===== config.mk =====
export PLATFORM = sky130hd
export DESIGN_NAME = http_body_chunked_decoder
export DESIGN_NICKNAME = d
export VERILOG_FILES = /design/src/rtl/hbcd_pkg.sv /design/src/rtl/hbcd_step.sv /design/src/rtl/http_body_chunked_decoder.sv
export SDC_FILE = /design/constraint.sdc
export NUM_CORES = 1
export LEC_CHECK = 0
export BUFFER_PORTS_ARGS = -buffer_cell sky130_fd_sc_hd__clkbuf_2
export CAP_MARGIN = 20
export CELL_PAD_IN_SITES_DETAIL_PLACEMENT = 1
export CELL_PAD_IN_SITES_GLOBAL_PLACEMENT = 2
export CORE_UTILIZATION = 39
export CTS_BUF_LIST = sky130_fd_sc_hd__clkbuf_8
export DETAILED_ROUTE_END_ITERATION = 10
export GPL_ROUTABILITY_DRIVEN = 1
export PLACE_DENSITY = 0.85
export SYNTH_ARGS = -nofsm -noshare
export SYNTH_HDL_FRONTEND = slang
export SYNTH_SLANG_ARGS = --single-unit

===== constraint.sdc =====
create_clock -name clk -period 5.95 [get_ports clk]
set_input_delay 1.19 -clock clk [delete_from_list [all_inputs] [get_ports clk]]
set_output_delay 1.19 -clock clk [all_outputs]
set_load 0.005 [all_outputs]

===== src/rtl/hbcd_pkg.sv =====
// Shared types, codes and helper functions of the HTTP body chunked decoder.
// Used by hbcd_step and by the top level http_body_chunked_decoder.
package hbcd_pkg;

  localparam int SIZE_BITS  = 32;
  localparam int COUNT_BITS = 24;
  localparam int CFG_W      = 24;
  localparam int CFG_IDX_W  = 2;

  // Largest accepted content length in fixed length framing
  localparam logic [COUNT_BITS-1:0] BODY_CAP = COUNT_BITS'(10485760);
  localparam logic [COUNT_BITS-1:0] COUNT_MAX = {COUNT_BITS{1'b1}};

  // Byte codes used by the size line and trailer checks
  localparam logic [7:0] CH_SPACE = 8'h20;
  localparam logic [7:0] CH_DEL   = 8'h7F;
  localparam logic [7:0] CH_CR    = 8'h0D;
  localparam logic [7:0] CH_LF    = 8'h0A;
  localparam logic [7:0] CH_SEMI  = 8'h3B;

  // Configuration register indexes
  localparam logic [CFG_IDX_W-1:0] REG_FRAMING_MODE = 2'd0;
  localparam logic [CFG_IDX_W-1:0] REG_BODY_LEN     = 2'd1;
  localparam logic [CFG_IDX_W-1:0] REG_MAX_OUTPUT   = 2'd2;

  // Framing modes
  localparam logic [1:0] MODE_NONE     = 2'd0;
  localparam logic [1:0] MODE_LENGTH   = 2'd1;
  localparam logic [1:0] MODE_CHUNKED  = 2'd2;
  localparam logic [1:0] MODE_RESERVED = 2'd3;

  // Status codes
  localparam logic [1:0] STAT_MORE     = 2'd0;
  localparam logic [1:0] STAT_COMPLETE = 2'd1;
  localparam logic [1:0] STAT_ERROR    = 2'd2;
  localparam logic [1:0] STAT_NOFRAME  = 2'd3;

  // Parser states, one-hot
  typedef enum logic [10:0] {
    PS_SIZE        = 11'b000_0000_0001,
    PS_EXT         = 11'b000_0000_0010,
    PS_SIZE_LF     = 11'b000_0000_0100,
    PS_DATA        = 11'b000_0000_1000,
    PS_DATA_END    = 11'b000_0001_0000,
    PS_TR_START    = 11'b000_0010_0000,
    PS_TR_LINE     = 11'b000_0100_0000,
    PS_TR_LF       = 11'b000_1000_0000,
    PS_TR_FINAL_LF = 11'b001_0000_0000,
    PS_DONE        = 11'b010_0000_0000,
    PS_ERR         = 11'b100_0000_0000
  } pstate_t;

  typedef struct packed {
    pstate_t               ps;
    logic [SIZE_BITS-1:0]  size_acc;
    logic [SIZE_BITS-1:0]  chunk_left;
    logic [COUNT_BITS-1:0] consumed;
    logic [COUNT_BITS-1:0] emitted;
  } parser_t;

  typedef struct packed {
    logic [1:0]       framing_mode;
    logic [CFG_W-1:0] body_len;
    logic [CFG_W-1:0] max_output;
  } cfg_t;

  typedef struct packed {
    logic       payload_valid;
    logic [7:0] payload_byte;
    logic [1:0] status;
  } result_t;

  // Hex digit decode: bit 4 flags a valid digit, bits 3:0 hold its value
  function automatic logic [4:0] hex_decode(input logic [7:0] c);
    logic [4:0] r;
    r = 5'd0;
    if (c >= "0" && c <= "9") r = {1'b1, 4'(c - 8'h30)};
    else if (c >= "a" && c <= "f") r = {1'b1, 4'(c - 8'h57)};
    else if (c >= "A" && c <= "F") r = {1'b1, 4'(c - 8'h37)};
    return r;
  endfunction

  // Legal first byte of a trailer field name
  function automatic logic is_name_start(input logic [7:0] c);
    return (c >= "a" && c <= "z") || (c >= "A" && c <= "Z") ||
           (c >= "0" && c <= "9") || c == "-" || c == "_";
  endfunction

endpackage


===== src/rtl/hbcd_step.sv =====
// Per-byte decode step: next parser state and result for one body byte.
// Depends on hbcd_pkg; purely combinational.
module hbcd_step (
  input  hbcd_pkg::parser_t cur,
  input  hbcd_pkg::cfg_t    cfg,
  input  logic [7:0]        byte_in,
  input  logic              restart,
  output hbcd_pkg::parser_t nxt,
  output hbcd_pkg::result_t res
);
  import hbcd_pkg::*;

  parser_t    s;
  logic [4:0] hex;
  logic [SIZE_BITS-1:0]  left_dec;
  logic [COUNT_BITS-1:0] emit_inc;
  logic [COUNT_BITS-1:0] cons_inc;
  logic       emit;
  logic       len_err;

  always_comb begin
    // Restart clears the parser ahead of this byte
    if (restart) begin
      s.ps         = PS_SIZE;
      s.size_acc   = '0;
      s.chunk_left = '0;
      s.consumed   = '0;
      s.emitted    = '0;
    end else begin
      s = cur;
    end

    hex      = hex_decode(byte_in);
    left_dec = s.chunk_left - SIZE_BITS'(1);
    emit_inc = s.emitted + COUNT_BITS'(1);
    cons_inc = s.consumed + COUNT_BITS'(1);
    len_err  = (s.ps == PS_ERR) || (cfg.body_len > BODY_CAP) ||
               (s.consumed >= cfg.body_len) || (s.emitted >= cfg.max_output);

    nxt  = s;
    emit = 1'b0;
    res.status = STAT_NOFRAME;

    if (cfg.framing_mode == MODE_LENGTH) begin
      // Fixed length: pass through until content length is reached
      if (len_err) begin
        nxt.ps     = PS_ERR;
        res.status = STAT_ERROR;
      end else begin
        emit         = 1'b1;
        nxt.emitted  = emit_inc;
        nxt.consumed = cons_inc;
        res.status   = (cons_inc < cfg.body_len) ? STAT_MORE : STAT_COMPLETE;
      end
    end else if (cfg.framing_mode == MODE_CHUNKED) begin
      // Saturating byte count
      if (s.consumed != COUNT_MAX) nxt.consumed = cons_inc;

      unique case (s.ps)
        PS_SIZE: begin
          if (hex[4]) begin
            if (s.size_acc[SIZE_BITS-1 -: 4] != 4'd0) nxt.ps = PS_ERR;
            else nxt.size_acc = {s.size_acc[SIZE_BITS-5:0], hex[3:0]};
          end else if (byte_in == CH_SEMI) begin
            nxt.ps = PS_EXT;
          end else if (byte_in == CH_CR) begin
            nxt.ps = PS_SIZE_LF;
          end else begin
            nxt.ps = PS_ERR;
          end
        end
        PS_EXT: begin
          if (byte_in == CH_CR) nxt.ps = PS_SIZE_LF;
          else if (byte_in == CH_LF) nxt.ps = PS_ERR;
        end
        PS_SIZE_LF: begin
          if (byte_in != CH_LF) begin
            nxt.ps = PS_ERR;
          end else if (s.size_acc == '0) begin
            nxt.ps = PS_TR_START;
          end else begin
            nxt.chunk_left = s.size_acc;
            nxt.ps         = PS_DATA;
          end
        end
        PS_DATA: begin
          if (s.emitted >= cfg.max_output) begin
            nxt.ps = PS_ERR;
          end else begin
            emit           = 1'b1;
            nxt.emitted    = emit_inc;
            nxt.chunk_left = left_dec;
            if (left_dec == '0) nxt.ps = PS_DATA_END;
          end
        end
        PS_DATA_END: begin
          if (byte_in == CH_LF) begin
            nxt.size_acc = '0;
            nxt.ps       = PS_SIZE;
          end else if (byte_in != CH_CR) begin
            nxt.ps = PS_ERR;
          end
        end
        PS_TR_START: begin
          if (byte_in == CH_CR) nxt.ps = PS_TR_FINAL_LF;
          else if (is_name_start(byte_in)) nxt.ps = PS_TR_LINE;
          else nxt.ps = PS_ERR;
        end
        PS_TR_LINE: begin
          if (byte_in == CH_CR) nxt.ps = PS_TR_LF;
          else if (byte_in < CH_SPACE || byte_in == CH_DEL) nxt.ps = PS_ERR;
        end
        PS_TR_LF:       nxt.ps = (byte_in == CH_LF) ? PS_TR_START : PS_ERR;
        PS_TR_FINAL_LF: nxt.ps = (byte_in == CH_LF) ? PS_DONE : PS_ERR;
        default:        nxt.ps = PS_ERR;
      endcase

      if (nxt.ps == PS_ERR) res.status = STAT_ERROR;
      else if (nxt.ps == PS_DONE) res.status = STAT_COMPLETE;
      else res.status = STAT_MORE;
    end

    res.payload_valid = emit;
    res.payload_byte  = emit ? byte_in : 8'd0;
  end

endmodule


===== src/rtl/http_body_chunked_decoder.sv =====
// HTTP/1.1 body decoder top level: configuration registers, input and result registers.
// Depends on hbcd_pkg and hbcd_step.
//
// Takes one body byte per request and returns exactly one result per byte, one byte
// per clock cycle sustained while out_tready stays high. A byte is registered in the
// input register on acceptance, decoded by hbcd_step from there, and moves with the
// parser state update into the result register once it is free. The input side keeps
// accepting while a result waits on out_tready, until both the input register and the
// result register are full. No clearing pass is needed after reset. The user must write
// configuration only while no byte is in flight; the block itself does not enforce it.
module http_body_chunked_decoder (
  input  logic                             clk,
  input  logic                             rst_n,
  // Input stream
  input  logic                             in_tvalid,
  output logic                             in_tready,
  input  logic [7:0]                       in_tdata,   // [7:0] in_byte
  input  logic                             in_tuser,   // [0] restart
  input  logic                             in_tlast,   // buffer_end
  // Result stream
  output logic                             out_tvalid,
  input  logic                             out_tready,
  output logic [7:0]                       out_tdata,  // [7:0] payload_byte
  output logic [2:0]                       out_tuser,  // [0] payload_valid, [2:1] status
  output logic                             out_tlast,  // end_marker
  // Configuration write port
  input  logic                             cfg_we,
  input  logic [hbcd_pkg::CFG_IDX_W-1:0]   cfg_addr,
  input  logic [hbcd_pkg::CFG_W-1:0]       cfg_wdata
);
  import hbcd_pkg::*;

  cfg_t       cfg_r;
  parser_t    parser_r;
  parser_t    parser_nxt;
  result_t    res_nxt;

  logic       stg_valid_r;
  logic [7:0] stg_byte_r;
  logic       stg_restart_r;
  logic       stg_last_r;

  logic       out_valid_r;
  result_t    out_res_r;
  logic       out_last_r;

  logic       in_req;
  logic       advance;

  assign advance   = !out_valid_r || out_tready;
  assign in_tready = !stg_valid_r || advance;
  assign in_req    = in_tvalid && in_tready;

  // Configuration registers
  always_ff @(posedge clk) begin
    if (!rst_n) begin
      cfg_r.framing_mode <= MODE_NONE;
      cfg_r.body_len     <= '0;
      cfg_r.max_output   <= {CFG_W{1'b1}};
    end else if (cfg_we) begin
      unique case (cfg_addr)
        REG_FRAMING_MODE: cfg_r.framing_mode <= cfg_wdata[1:0];
        REG_BODY_LEN:     cfg_r.body_len     <= cfg_wdata;
        REG_MAX_OUTPUT:   cfg_r.max_output   <= cfg_wdata;
        default: ;
      endcase
    end
  end

  // Input register: take a new request whenever the stage frees up
  always_ff @(posedge clk) begin
    if (!rst_n) begin
      stg_valid_r <= 1'b0;
    end else if (in_req) begin
      stg_valid_r <= 1'b1;
    end else if (advance) begin
      stg_valid_r <= 1'b0;
    end
  end

  always_ff @(posedge clk) begin
    if (in_req) begin
      stg_byte_r    <= in_tdata;
      stg_restart_r <= in_tuser;
      stg_last_r    <= in_tlast;
    end
  end

  hbcd_step u_step (
    .cur     (parser_r),
    .cfg     (cfg_r),
    .byte_in (stg_byte_r),
    .restart (stg_restart_r),
    .nxt     (parser_nxt),
    .res     (res_nxt)
  );

  // Parser state advances as the staged byte moves into the result register
  always_ff @(posedge clk) begin
    if (!rst_n) begin
      parser_r.ps         <= PS_SIZE;
      parser_r.size_acc   <= '0;
      parser_r.chunk_left <= '0;
      parser_r.consumed   <= '0;
      parser_r.emitted    <= '0;
    end else if (stg_valid_r && advance) begin
      parser_r <= parser_nxt;
    end
  end

  // Result register: hold until taken
  always_ff @(posedge clk) begin
    if (!rst_n) begin
      out_valid_r <= 1'b0;
    end else if (stg_valid_r && advance) begin
      out_valid_r <= 1'b1;
    end else if (out_tready) begin
      out_valid_r <= 1'b0;
    end
  end

  always_ff @(posedge clk) begin
    if (stg_valid_r && advance) begin
      out_res_r  <= res_nxt;
      out_last_r <= stg_last_r;
    end
  end

  assign out_tvalid = out_valid_r;
  assign out_tdata  = out_res_r.payload_byte;
  assign out_tuser  = {out_res_r.status, out_res_r.payload_valid};
  assign out_tlast  = out_last_r;

endmodule


==> metrics.txt, run 1 <==
# TYPE chip_impl_metric gauge
chip_impl_info{name="outcome",value="completed"} 1
chip_impl_metric{name="start_util",unit="%"} 39.6
chip_impl_metric{name="final_period_minus_worst_setup_slack",unit="ns"} 4.80
chip_impl_metric{name="initial_antenna_violation_count",unit=""} 1
chip_impl_metric{name="die_x",unit="um"} 192
chip_impl_metric{name="yosys.area_share.simple",unit="%"} 26.8
chip_impl_metric{name="grt_start_max_net_pins",unit=""} 73
chip_impl_metric{name="die_height",unit="um"} 192
chip_impl_metric{name="synth-async-reset-ratio",unit="%"} 0
chip_impl_metric{name="place_inst",unit=""} 2220
chip_impl_metric{name="finalHoldViolCount",unit=""} 0
chip_impl_metric{name="ctsResizeCount",unit=""} 0
chip_impl_metric{name="critPathMaxFanout",unit=""} 72
chip_impl_metric{name="synth_largest_type_area_fraction",unit="%"} 24.9
chip_impl_metric{name="fillerInstances",unit=""} 4406
chip_impl_metric{name="avgViaCountPerCell",unit=""} 6.34
chip_impl_metric{name="worst-endpoint-required",unit="ns"} 6.44
chip_impl_metric{name="layout.core_utilization",unit="%"} 42.2
chip_impl_info{name="setup_repair_after_global_routing_missed_its_margin",value="false"} 1
chip_impl_metric{name="power.leakage",unit="nW"} 5.84
chip_impl_metric{name="worst-slew-pin-transition",unit="ns"} 1.38
chip_impl_metric{name="routed-via-count",unit=""} 14300
chip_impl_info{name="synthTopCellsByArea",value="sky130_fd_sc_hd__dfxtp_1 (25%), sky130_fd_sc_hd__ha_1 (7.1%), sky130_fd_sc_hd__nand2_1 (5.3%)"} 1
chip_impl_metric{name="area_growth_syn_to_layout",unit="%"} 6.39
chip_impl_metric{name="maxCapViolCount",unit=""} 0
chip_impl_metric{name="cts-htree-levels",unit=""} 4
chip_impl_metric{name="wl_per_cell",unit="um"} 23.4
chip_impl_metric{name="setup_violations_final",unit=""} 0
chip_impl_metric{name="yosysWarningCount",unit=""} 0
chip_impl_metric{name="post_dp_cell_area",unit="um^2"} 14600
chip_impl_metric{name="cts_setup_buffers",unit=""} 0
chip_impl_metric{name="timing.fmax",unit="MHz"} 208
chip_impl_metric{name="total_power",unit="W"} 0.00270
chip_impl_metric{name="final.setup.tns",unit="ns"} 0
chip_impl_info{name="holdCritPathClass",value="flop to flop"} 1
chip_impl_metric{name="clock_latency",unit="ns"} 0.54
chip_impl_info{name="clock-root-buffer",value="sky130_fd_sc_hd__clkbuf_8"} 1
chip_impl_metric{name="detail_route.drc_violations",unit=""} 0
chip_impl_info{name="synth_top_family_by_area",value="simple AND/OR/NAND/NOR gates"} 1
chip_impl_metric{name="core_area",unit="um^2"} 35600
chip_impl_metric{name="finish.cell_count_without_fillers",unit=""} 2253
chip_impl_metric{name="cts_hold_buf",unit=""} 0
chip_impl_metric{name="power_density",unit="nW/um^2"} 180
chip_impl_metric{name="vdd_ir_drop_max",unit="V"} 0.000166
chip_impl_metric{name="num-nets-final",unit=""} 1900
chip_impl_metric{name="ant_nets",unit=""} 0
chip_impl_metric{name="grt_usage",unit="%"} 29.1
chip_impl_metric{name="synth_compound_area_share",unit="%"} 26.5
chip_impl_metric{name="register_clock_pin_slew_on_the_reported_worst_setup_and_hold_paths",unit="ns"} 0.12
chip_impl_metric{name="reg2regPathDepth",unit=""} 12
chip_impl_metric{name="arithmetic_cell_share_of_the_synthesized_area_counting_full_adders_half_adders_and_majority_gates",unit="%"} 7.10
chip_impl_metric{name="max-slew-margin-rel",unit="%"} 8.22
chip_impl_info{name="worst-setup-path-type",value="flop to flop"} 1
chip_impl_metric{name="grt_pass1_wl",unit="um"} 83000
chip_impl_metric{name="globalRoute.totalOverflow",unit=""} 0
chip_impl_metric{name="cts_buffer_depth",unit=""} 2
chip_impl_info{name="critPathLaunchType",value="flop"} 1
chip_impl_metric{name="syn-instance-count",unit=""} 1808
chip_impl_metric{name="floorplan.io_pins",unit=""} 55
chip_impl_metric{name="synth_enable_flop_cells",unit=""} 22
chip_impl_info{name="tritoncts",value="built"} 1
chip_impl_metric{name="fraction_of_final_layout_cells_with_drive_strength_greater_than_1",unit="%"} 9.71
chip_impl_metric{name="total_standard_cell_area_after_synthesis",unit="um^2"} 14100
chip_impl_metric{name="synth.area.mux_share",unit="%"} 1.61
chip_impl_metric{name="postSynthNetCount",unit=""} 1929
chip_impl_metric{name="synth_sequential_area_ratio",unit="%"} 29.5
chip_impl_info{name="crit_path_end_kind",value="flop"} 1
chip_impl_metric{name="timing.hold.worst_path_depth",unit=""} 0
chip_impl_metric{name="via_count_of_the_first_global_routing_pass",unit=""} 14200
chip_impl_metric{name="synth_seq_cells",unit=""} 197
chip_impl_metric{name="synth.avg_cell_area",unit="um^2"} 7.79
chip_impl_metric{name="numClockSinks",unit=""} 197
chip_impl_metric{name="final-max-slew-violation-count",unit=""} 0
chip_impl_metric{name="worst-endpoint-arrival",unit="ns"} 5.29
chip_impl_metric{name="cts-buffers-inserted",unit=""} 17
chip_impl_metric{name="gp_congestion",unit=""} 0.909
chip_impl_metric{name="fp.dieArea",unit="um^2"} 36900
chip_impl_metric{name="xor_xnor_share_of_the_synthesized_area",unit="%"} 2.05
chip_impl_info{name="library_cell_with_the_largest_summed_area_after_synthesis",value="sky130_fd_sc_hd__dfxtp_1"} 1
chip_impl_metric{name="place.port_buffers",unit=""} 54
chip_impl_metric{name="antenna-diode-count",unit=""} 0
chip_impl_metric{name="totalWireLength",unit="um"} 52700
chip_impl_info{name="dominantRegCellSynth",value="sky130_fd_sc_hd__dfxtp_1"} 1
chip_impl_metric{name="worst_clock_skew",unit="ns"} 0.0221
chip_impl_metric{name="detailed_route_iter0_violations",unit=""} 1255
chip_impl_metric{name="timing.final.crit_share",unit="%"} 80.7
chip_impl_metric{name="detailedRoute.firstPassIterationCount",unit=""} 5
chip_impl_metric{name="postLayoutCellArea",unit="um^2"} 15000
chip_impl_metric{name="synthDistinctLibCells",unit=""} 88
chip_impl_metric{name="placementRows",unit=""} 69
chip_impl_metric{name="hpwlAfterDp",unit="um"} 38300
worst paths after layout:
kind                               startpoint             to  slack (ns)
worst max-delay path            stg_restart_r  parser_r[116]        1.15
worst max register to register  stg_restart_r  parser_r[116]        1.15
worst min register to register     stg_last_r      out_tlast        0.44
worst min-delay path               stg_last_r      out_tlast        0.44
flip-flops by register name, indices dropped and copies added (netlist names):
register       cells
out_tuser          3
stg_restart_r      1
parser_r         123
out_tlast          1
stg_last_r         1
out_tvalid         1
stg_valid_r        1
cfg_r             50
stg_byte_r         8
out_tdata          8
where the power goes:
group          total [W]  internal, W  switching, W  leakage, nW
clock           0.000930     0.000321      0.000609        0.195
combinational   0.000374     0.000116      0.000258         4.02
sequential       0.00140      0.00137     0.0000278         1.62
total            0.00270      0.00181      0.000894         5.84
stage by stage:
step,hold WS [ns],setup slack [ns]
6_report,0.442,1.15
2_1_floorplan,0.400,0.510
4_1_cts,0.446,1.21
3_3_place_gp,0.405,1.36
3_5_place_dp,0.416,1.21
5_1_grt,0.456,0.742
cells in the final DEF, fill, tap and decap left out, types with 8 or more instances in the layout:
master / count
sky130_fd_sc_hd__a221oi_1: 10
sky130_fd_sc_hd__nand4_1: 36
sky130_fd_sc_hd__nor3_1: 28
sky130_fd_sc_hd__a21oi_1: 118
sky130_fd_sc_hd__nand2b_1: 8
sky130_fd_sc_hd__and2_1: 21
sky130_fd_sc_hd__and3_1: 23
sky130_fd_sc_hd__o311ai_0: 8
sky130_fd_sc_hd__clkbuf_2: 54
sky130_fd_sc_hd__a211oi_1: 21
sky130_fd_sc_hd__o22ai_1: 17
sky130_fd_sc_hd__and4_1: 9
sky130_fd_sc_hd__o21a_1: 14
sky130_fd_sc_hd__xor2_1: 10
sky130_fd_sc_hd__o2111ai_1: 24
sky130_fd_sc_hd__o211ai_1: 53
sky130_fd_sc_hd__xnor2_1: 23
sky130_fd_sc_hd__buf_4: 35
sky130_fd_sc_hd__nor4_1: 30
sky130_fd_sc_hd__nand3b_1: 8
sky130_fd_sc_hd__o21ai_0: 87
sky130_fd_sc_hd__nor2_1: 133
sky130_fd_sc_hd__edfxtp_1: 22
sky130_fd_sc_hd__or3_1: 25
sky130_fd_sc_hd__a31oi_1: 19
sky130_fd_sc_hd__nand2_1: 198
sky130_fd_sc_hd__inv_1: 67
sky130_fd_sc_hd__a211o_1: 12
sky130_fd_sc_hd__or4_1: 12
sky130_fd_sc_hd__or2_2: 11
sky130_fd_sc_hd__mux2i_1: 17
sky130_fd_sc_hd__ha_1: 80
sky130_fd_sc_hd__nand3_1: 80
sky130_fd_sc_hd__a22oi_1: 44
sky130_fd_sc_hd__a21o_1: 32
sky130_fd_sc_hd__dfxtp_1: 175
sky130_fd_sc_hd__clkbuf_8: 17
sky130_fd_sc_hd__nor2b_1: 60
area by class of cell:
class,count,area [um^2],area share (%)
clock inverters,15,175,1.17
clock buffers,17,234,1.56
repair buffers,89,533,3.56
inverters,70,264,1.76
well taps,461,577,3.85
flip-flops and latches,197,4160,27.8
multi-input cells,1404,9050,60.3
worst max-delay path, cell delays in order (launching register included):
cell and delay (ns):
sky130_fd_sc_hd__edfxtp_1 0.41, sky130_fd_sc_hd__buf_4 0.65, sky130_fd_sc_hd__nor2b_1 0.21, sky130_fd_sc_hd__inv_1 0.10, sky130_fd_sc_hd__ha_1 0.43, sky130_fd_sc_hd__nor4b_2 0.66, sky130_fd_sc_hd__nor2_1 0.36, sky130_fd_sc_hd__or4_1 0.58
sky130_fd_sc_hd__o211ai_1 0.29, sky130_fd_sc_hd__nand3b_1 0.13, sky130_fd_sc_hd__or3_1 0.35, sky130_fd_sc_hd__a2111oi_2 0.37, sky130_fd_sc_hd__o21a_1 0.17
layer usage:
metal	vias up	part of all wire (%)	GRT usage, %
met2	406	45	45.8
li1	6673	-	-
met5	-	0.027	0
met4	2	2.6	9.51
met3	80	5.9	4.97
met1	7112	46	40.1
synthesized netlist by cell type (24+ instances only):
master / n
sky130_fd_sc_hd__nand2_1: 198
sky130_fd_sc_hd__dfxtp_1: 175
sky130_fd_sc_hd__nor2_1: 133
sky130_fd_sc_hd__a21oi_1: 119
sky130_fd_sc_hd__clkbuf_1: 107
sky130_fd_sc_hd__o21ai_0: 87
sky130_fd_sc_hd__ha_1: 80
sky130_fd_sc_hd__nand3_1: 80
sky130_fd_sc_hd__inv_1: 69
sky130_fd_sc_hd__nor2b_1: 60
sky130_fd_sc_hd__o211ai_1: 53
sky130_fd_sc_hd__a22oi_1: 44
sky130_fd_sc_hd__nand4_1: 36
sky130_fd_sc_hd__a21o_1: 32
sky130_fd_sc_hd__nor4_1: 30
sky130_fd_sc_hd__nor3_1: 28
sky130_fd_sc_hd__or3_1: 25
sky130_fd_sc_hd__o2111ai_1: 24
cells by family (layout without fill, tap and decap cells):
kind of cell | Yosys count | count (layout)
buf+inv | 207 | 191
compound gates | 546 | 546
flops | 197 | 197
simple gates | 723 | 723
mux | 22 | 22
xor+xnor | 33 | 33
fa+ha+maj | 80 | 80
Power figures use the tool's default switching activity.
==> run 2, diff against run 1 <==
==> constraint.sdc (replaced) <==
create_clock -name clk -period 4.56 [get_ports clk]
set_input_delay 0.912 -clock clk [delete_from_list [all_inputs] [get_ports clk]]
set_output_delay 0.912 -clock clk [all_outputs]
set_load 0.005 [all_outputs]
==> run 2 against run 1 <==
Effect of this change:
- via count rose by 1.4%
- final area increased by 2.1%
- routed wire length rose by 0.62%
- critical path depth increased by 1
- first-iteration DRC count down 3.7%
- non-clock buffer count grew 30
- fmax grew 13%
- register-to-register slack got worse by 0.85 ns
- setup slack got worse by 0.85 ns
- sequential share of layout area decreased by 0.57 points
- power up 33%
- critical path type unchanged
- largest cell class unchanged
- largest power group unchanged
- highest routed layer is now met4
==> metrics.txt, run 2 (synthesis results as in run 1) <==
# TYPE chip_impl_metric gauge
chip_impl_metric{name="worst-endpoint-arrival",unit="ns"} 4.73
chip_impl_metric{name="detailed_route_iter0_violations",unit=""} 1209
chip_impl_metric{name="finalHoldViolCount",unit=""} 0
chip_impl_metric{name="vdd_ir_drop_max",unit="V"} 0.000254
chip_impl_metric{name="grt_usage",unit="%"} 29.4
chip_impl_metric{name="wl_per_cell",unit="um"} 23.2
chip_impl_metric{name="final.setup.tns",unit="ns"} 0
chip_impl_info{name="outcome",value="completed"} 1
chip_impl_metric{name="totalWireLength",unit="um"} 53000
chip_impl_info{name="setup_repair_after_global_routing_missed_its_margin",value="false"} 1
chip_impl_metric{name="routed-via-count",unit=""} 14500
chip_impl_metric{name="die_height",unit="um"} 192
chip_impl_metric{name="core_area",unit="um^2"} 35600
chip_impl_metric{name="switchingPower",unit="W"} 0.00121
chip_impl_metric{name="die_x",unit="um"} 192
chip_impl_metric{name="cts_hold_buf",unit=""} 0
chip_impl_info{name="crit_path_end_kind",value="flop"} 1
chip_impl_metric{name="via_count_of_the_first_global_routing_pass",unit=""} 14100
chip_impl_metric{name="cts-htree-levels",unit=""} 4
chip_impl_metric{name="power.share.combinational",unit="%"} 14.1
chip_impl_metric{name="final-max-slew-violation-count",unit=""} 0
chip_impl_metric{name="clock_latency",unit="ns"} 0.53
chip_impl_metric{name="maxCapViolCount",unit=""} 0
chip_impl_metric{name="timing.hold.worst_path_depth",unit=""} 0
chip_impl_info{name="most-common-layout-cells",value="sky130_fd_sc_hd__nand2_1 (197), sky130_fd_sc_hd__dfxtp_1 (175), sky130_fd_sc_hd__nor2_1 (133), sky130_fd_sc_hd__a21oi_1 (117), sky130_fd_sc_hd__o21ai_0 (87)"} 1
chip_impl_metric{name="power.leakage",unit="nW"} 6.02
chip_impl_metric{name="area_growth_syn_to_layout",unit="%"} 8.64
chip_impl_metric{name="final_period_minus_worst_setup_slack",unit="ns"} 4.26
chip_impl_metric{name="place.port_buffers",unit=""} 54
chip_impl_metric{name="reg2regPathDepth",unit=""} 13
chip_impl_metric{name="cts-buffers-inserted",unit=""} 17
chip_impl_metric{name="switch_share",unit="%"} 33.7
chip_impl_info{name="largest_register",value="parser_r"} 1
chip_impl_metric{name="globalRoute.totalOverflow",unit=""} 0
chip_impl_metric{name="grt_pass1_wl",unit="um"} 83500
chip_impl_metric{name="fp.dieArea",unit="um^2"} 36900
chip_impl_metric{name="setup_violations_final",unit=""} 0
chip_impl_metric{name="start_util",unit="%"} 39.6
chip_impl_info{name="worst-setup-path-type",value="flop to flop"} 1
chip_impl_metric{name="ctsResizeCount",unit=""} 0
chip_impl_info{name="tritoncts",value="built"} 1
chip_impl_metric{name="gp_congestion",unit=""} 0.936
chip_impl_metric{name="share_seq_of_total_power",unit="%"} 50.7
chip_impl_metric{name="internal_power",unit="W"} 0.00238
chip_impl_metric{name="floorplan.io_pins",unit=""} 55
chip_impl_metric{name="detail_route.drc_violations",unit=""} 0
chip_impl_metric{name="register_clock_pin_slew_on_the_reported_worst_setup_and_hold_paths",unit="ns"} 0.14
chip_impl_metric{name="power_density",unit="nW/um^2"} 235
chip_impl_metric{name="cts_buffer_depth",unit=""} 2
chip_impl_metric{name="cts_setup_buffers",unit=""} 0
chip_impl_metric{name="fillerInstances",unit=""} 4329
chip_impl_metric{name="worst-endpoint-required",unit="ns"} 5.03
chip_impl_metric{name="power_frac_clock",unit="%"} 35.2
chip_impl_info{name="clock-root-buffer",value="sky130_fd_sc_hd__clkbuf_8"} 1
chip_impl_metric{name="detailedRoute.firstPassIterationCount",unit=""} 5
chip_impl_metric{name="avgViaCountPerCell",unit=""} 6.33
chip_impl_metric{name="grt_start_max_net_pins",unit=""} 83
chip_impl_info{name="critPathLaunchType",value="flop"} 1
chip_impl_metric{name="critPathMaxFanout",unit=""} 16
chip_impl_metric{name="ant_nets",unit=""} 0
chip_impl_info{name="final_common_cell",value="sky130_fd_sc_hd__nand2_1"} 1
chip_impl_metric{name="initial_antenna_violation_count",unit=""} 1
chip_impl_info{name="holdCritPathClass",value="flop to flop"} 1
chip_impl_metric{name="worst-slew-pin-transition",unit="ns"} 0.972
chip_impl_metric{name="largest_register_ffs",unit=""} 123
chip_impl_metric{name="numClockSinks",unit=""} 197
chip_impl_metric{name="num-nets-final",unit=""} 1930
chip_impl_metric{name="layout.core_utilization",unit="%"} 43.0
chip_impl_info{name="reg_top3",value="parser_r (123), cfg_r (50)"} 1
chip_impl_metric{name="hpwlAfterDp",unit="um"} 39400
chip_impl_metric{name="max-slew-margin-rel",unit="%"} 34.6
chip_impl_metric{name="timing.final.crit_share",unit="%"} 93.4
chip_impl_metric{name="fraction_of_final_layout_cells_with_drive_strength_greater_than_1",unit="%"} 11.6
chip_impl_metric{name="timing.fmax",unit="MHz"} 235
chip_impl_metric{name="placementRows",unit=""} 69
chip_impl_metric{name="worst_clock_skew",unit="ns"} 0.0288
==> run 2: changes by cell type in the layout (fill, tap and decap cells not counted), moves of 2 or more <==
| cell | change |
|---|---|
| sky130_fd_sc_hd__buf_4 | +30 |
| sky130_fd_sc_hd__clkinv_8 | +3 |
| sky130_fd_sc_hd__inv_8 | -3 |
| sky130_fd_sc_hd__clkinvlp_4 | -2 |
| sky130_fd_sc_hd__inv_6 | +2 |
==> run 2: stage by stage <==
step | setup WS [ns] | power (W) | std cells | hold WS (ns) | area (um^2)
detailed placement | 0.299 | 0.00236 | 2248 | 0.407 | 14900
global route | 0.0811 | 0.00373 | 2283 | 0.441 | 15300
floorplan | -0.0101 | 0.00218 | 1808 | 0.400 | 14200
global placement | 0.398 | 0.00235 | 2248 | 0.403 | 14900
CTS | 0.240 | 0.00361 | 2280 | 0.425 | 15300
finish | 0.302 | 0.00359 | 2284 | 0.437 | 15300
==> run 2: final timing paths <==
kind             endpoint  slack (ns)           from
min             out_tlast        0.44     stg_last_r
max          parser_r[12]        0.30  stg_restart_r
min reg2reg     out_tlast        0.44     stg_last_r
max reg2reg  parser_r[12]        0.30  stg_restart_r
==> run 2: cell type report <==
type                       instances  area, um^2  area share, %
antenna                            1        2.50         0.0163
clock buffer                      17         234           1.53
clock inverter                    15         200           1.31
inverter                          70         267           1.74
multi-input combinational       1404        9090           59.4
sequential                       197        4160           27.2
tap                              461         577           3.77
timing repair buffer             119         773           5.05
==> run 2: power by group through the flow <==
stage               clock network (W)  registers, W  logic, W
detailed placement                  0       0.00186  0.000495
finish                        0.00127       0.00182  0.000507
global placement                    0       0.00186  0.000486
CTS                           0.00129       0.00182  0.000497
global route                  0.00135       0.00183  0.000552
floorplan                           0       0.00184  0.000336
==> run 2: worst max-delay path, stage by stage (launching register included) <==
cell and delay (ns):
sky130_fd_sc_hd__edfxtp_1 0.42, sky130_fd_sc_hd__buf_4 0.20, sky130_fd_sc_hd__buf_4 0.20, sky130_fd_sc_hd__nor2b_1 0.33, sky130_fd_sc_hd__ha_1 0.33, sky130_fd_sc_hd__a21o_1 0.16
sky130_fd_sc_hd__a21o_1 0.17, sky130_fd_sc_hd__a221oi_1 0.38, sky130_fd_sc_hd__o2111ai_1 0.26, sky130_fd_sc_hd__a211oi_1 0.60, sky130_fd_sc_hd__buf_4 0.29, sky130_fd_sc_hd__o2111ai_1 0.24
sky130_fd_sc_hd__or4_1 0.45, sky130_fd_sc_hd__a31oi_1 0.18
==> run 2: routing by layer <==
layer	vias to the layer above	GRT usage [%]	part of all wire, %
met4	0	8.63	2.2
met1	7214	41.1	47
li1	6741	-	-
met5	-	0	0
met2	444	46.3	45
met3	69	4.49	5.7
==> run 3, diff against run 2 <==
--- a/config.mk
+++ b/config.mk
@@ -13,6 +13,7 @@
 export CTS_BUF_LIST = sky130_fd_sc_hd__clkbuf_8
 export DETAILED_ROUTE_END_ITERATION = 10
 export GPL_ROUTABILITY_DRIVEN = 1
+export MAX_ROUTING_LAYER = met4
 export PLACE_DENSITY = 0.85
 export SYNTH_ARGS = -nofsm -noshare
 export SYNTH_HDL_FRONTEND = slang
==> run 3 against run 2 <==
Effect of this change:
- global-route usage grew 0.56 points
- fmax shrank 1.6%
- critical endpoint is now out_tuser[1]
- sequential power is essentially flat
- first-iteration DRC count shrank 14%
- power shrank 0.78%
- worst hold slack gained 0.0024 ns
- combinational power is essentially flat
- via count grew 0.28%
- setup slack lost 0.070 ns
==> metrics.txt, run 3 (synthesis results as in run 1) <==
# TYPE chip_impl_metric gauge
chip_impl_info{name="outcome",value="completed"} 1
chip_impl_info{name="worst-setup-path-type",value="flop to flop"} 1
chip_impl_metric{name="timing.fmax",unit="MHz"} 231
chip_impl_metric{name="die_height",unit="um"} 192
chip_impl_metric{name="routed-via-count",unit=""} 14500
chip_impl_metric{name="grt_usage",unit="%"} 29.9
chip_impl_metric{name="fp.dieArea",unit="um^2"} 36900
chip_impl_metric{name="floorplan.io_pins",unit=""} 55
chip_impl_metric{name="setup_violations_final",unit=""} 0
chip_impl_metric{name="cts_hold_buf",unit=""} 0
chip_impl_metric{name="finalHoldViolCount",unit=""} 0
chip_impl_metric{name="place.port_buffers",unit=""} 54
chip_impl_info{name="clock-root-buffer",value="sky130_fd_sc_hd__clkbuf_8"} 1
chip_impl_info{name="setup_repair_after_global_routing_missed_its_margin",value="false"} 1
chip_impl_metric{name="hpwlAfterDp",unit="um"} 38900
chip_impl_metric{name="power.leakage",unit="nW"} 6.01
chip_impl_metric{name="grt_pass1_wl",unit="um"} 82800
chip_impl_metric{name="wl_per_cell",unit="um"} 23.2
chip_impl_metric{name="ant_nets",unit=""} 0
chip_impl_metric{name="start_util",unit="%"} 39.6
chip_impl_metric{name="via_count_of_the_first_global_routing_pass",unit=""} 14100
chip_impl_info{name="reg_top3",value="parser_r (123), cfg_r (50)"} 1
chip_impl_info{name="critPathLaunchType",value="flop"} 1
chip_impl_metric{name="clock_latency",unit="ns"} 0.53
chip_impl_metric{name="placementRows",unit=""} 69
chip_impl_metric{name="timing.hold.worst_path_depth",unit=""} 0
chip_impl_metric{name="final.setup.tns",unit="ns"} 0
chip_impl_metric{name="detailed_route_iter0_violations",unit=""} 1043
chip_impl_info{name="r2r-start",value="stg_restart_r"} 1
chip_impl_metric{name="numClockSinks",unit=""} 197
chip_impl_info{name="worst_hold_path.endpoint",value="out_tlast"} 1
chip_impl_metric{name="timing.final.crit_share",unit="%"} 94.9
chip_impl_metric{name="worst-slew-pin-transition",unit="ns"} 1.00
chip_impl_metric{name="totalWireLength",unit="um"} 53000
chip_impl_metric{name="cts-buffers-inserted",unit=""} 17
chip_impl_info{name="largest_register",value="parser_r"} 1
chip_impl_metric{name="cts-htree-levels",unit=""} 4
chip_impl_info{name="hold_path_startpoint",value="stg_last_r"} 1
chip_impl_metric{name="final-max-slew-violation-count",unit=""} 0
chip_impl_metric{name="max-slew-margin-rel",unit="%"} 32.4
chip_impl_metric{name="area_growth_syn_to_layout",unit="%"} 8.55
chip_impl_metric{name="detailedRoute.firstPassIterationCount",unit=""} 5
chip_impl_metric{name="worst-endpoint-arrival",unit="ns"} 4.59
chip_impl_info{name="most-common-layout-cells",value="sky130_fd_sc_hd__nand2_1 (197), sky130_fd_sc_hd__dfxtp_1 (175), sky130_fd_sc_hd__nor2_1 (133), sky130_fd_sc_hd__a21oi_1 (116), sky130_fd_sc_hd__o21ai_0 (87)"} 1
chip_impl_metric{name="detail_route.drc_violations",unit=""} 0
chip_impl_metric{name="globalRoute.totalOverflow",unit=""} 0
chip_impl_metric{name="fraction_of_final_layout_cells_with_drive_strength_greater_than_1",unit="%"} 11.6
chip_impl_metric{name="total_power",unit="W"} 0.00357
chip_impl_metric{name="register_clock_pin_slew_on_the_reported_worst_setup_and_hold_paths",unit="ns"} 0.12
chip_impl_metric{name="cts_buffer_depth",unit=""} 2
chip_impl_metric{name="gp_congestion",unit=""} 0.931
chip_impl_info{name="reg2reg_to",value="out_tuser[1]"} 1
chip_impl_metric{name="power_density",unit="nW/um^2"} 233
chip_impl_metric{name="r2r_slack",unit="ns"} 0.23
chip_impl_metric{name="worst-endpoint-required",unit="ns"} 4.82
chip_impl_metric{name="critPathMaxFanout",unit=""} 45
chip_impl_metric{name="post_dp_cell_area",unit="um^2"} 14900
chip_impl_metric{name="num-nets-final",unit=""} 1928
chip_impl_info{name="final_common_cell",value="sky130_fd_sc_hd__nand2_1"} 1
chip_impl_info{name="crit_path_end_kind",value="flop"} 1
chip_impl_metric{name="maxCapViolCount",unit=""} 0
chip_impl_metric{name="final_period_minus_worst_setup_slack",unit="ns"} 4.33
chip_impl_metric{name="vdd_ir_drop_max",unit="V"} 0.000208
chip_impl_metric{name="core_area",unit="um^2"} 35600
chip_impl_metric{name="die_x",unit="um"} 192
chip_impl_metric{name="avgViaCountPerCell",unit=""} 6.36
chip_impl_metric{name="postLayoutCellArea",unit="um^2"} 15300
chip_impl_metric{name="reg2regPathDepth",unit=""} 19
chip_impl_info{name="holdCritPathClass",value="flop to flop"} 1
chip_impl_metric{name="largest_register_ffs",unit=""} 123
chip_impl_metric{name="grt_start_max_net_pins",unit=""} 61
chip_impl_info{name="tritoncts",value="built"} 1
chip_impl_metric{name="worst_clock_skew",unit="ns"} 0.0129
chip_impl_metric{name="initial_antenna_violation_count",unit=""} 0
run 3: changes by cell type in the layout (fill, tap and decap cells not counted), moves of 2 or more:
cell                       change
sky130_fd_sc_hd__buf_4         -3
sky130_fd_sc_hd__clkinv_8      -3
sky130_fd_sc_hd__clkinv_4      +2
sky130_fd_sc_hd__inv_8         +3
run 3: worst max path at each step:
| stage | from | cells after the start | to | slack [ns] |
|---|---|---|---|---|
| finish | stg_restart_r | 19 | out_tuser[1] | 0.23 |
| global placement | stg_restart_r | 16 | out_tuser[1] | 0.09 |
| CTS | stg_restart_r | 16 | out_tuser[1] | 0.005 |
| detailed placement | stg_restart_r | 16 | out_tuser[1] | -0.02 |
| floorplan | stg_restart_r | 24 | out_tuser[1] | -0.01 |
| global route | stg_restart_r | 17 | out_tuser[1] | 0.04 |
run 3: stage by stage:
stage	instances	hold slack (ns)	util, %	worst slack, ns
CTS	2279	0.439	42.9	0.00502
floorplan	1808	0.400	-	-0.0101
global placement	2247	0.405	41.8	0.0920
finish	2282	0.439	43.0	0.232
detailed placement	2247	0.409	41.8	-0.0246
global route	2281	0.455	43.0	0.0374
run 3: area by class of cell:
| type | count | area (um^2) |
|---|---|---|
| clock buffers | 17 | 234 |
| well taps | 461 | 577 |
| diodes | 1 | 2.50 |
| inverters | 70 | 267 |
| flip-flops and latches | 197 | 4160 |
| multi-input cells | 1404 | 9110 |
| fillers | 4394 | 20300 |
| clock inverters | 15 | 175 |
| repair buffers | 117 | 771 |
run 3: report_power, final:
group	internal [W]	switching (W)	leakage, nW	total [W]
clock network	0.000422	0.000814	0.203	0.00124
logic	0.000163	0.000347	4.18	0.000510
registers	0.00179	0.0000354	1.62	0.00182
run 3: layer usage:
metal  part of all wire, %  routed length (um)  track usage (%)
met5                     0                   0                -
met4                   2.0                1070             7.72
met3                   5.2                2730             3.87
met2                    45               24100             45.9
met1                    47               25100             41.2
run 3: critical path, cell delays in order, from the launching register on:
cell and delay [ns]:
sky130_fd_sc_hd__edfxtp_1 0.47, sky130_fd_sc_hd__buf_12 0.22, sky130_fd_sc_hd__inv_2 0.11, sky130_fd_sc_hd__nand2_4 0.06, sky130_fd_sc_hd__inv_4 0.07, sky130_fd_sc_hd__ha_4 0.16
sky130_fd_sc_hd__and4_1 0.23, sky130_fd_sc_hd__nand4_1 0.15, sky130_fd_sc_hd__or2_4 0.31, sky130_fd_sc_hd__or3_4 0.43, sky130_fd_sc_hd__xnor2_2 0.15, sky130_fd_sc_hd__ha_1 0.32
sky130_fd_sc_hd__a21o_1 0.18, sky130_fd_sc_hd__a21o_1 0.16, sky130_fd_sc_hd__a21o_1 0.16, sky130_fd_sc_hd__a21o_1 0.16, sky130_fd_sc_hd__a21oi_1 0.13, sky130_fd_sc_hd__nor2b_1 0.07
sky130_fd_sc_hd__nor4_1 0.38, sky130_fd_sc_hd__o21ai_0 0.15
run 3: repair_timing:
| action | 4_1_cts | 5_1_grt |
|---|---|---|
| pin swaps | 0 | 0 |
| resized for setup | 1 | 3 |
| endpoints found under the hold margin | 0 | 0 |
| endpoints found under the setup margin | 1 | 1 |
| setup buffers | 0 | 2 |
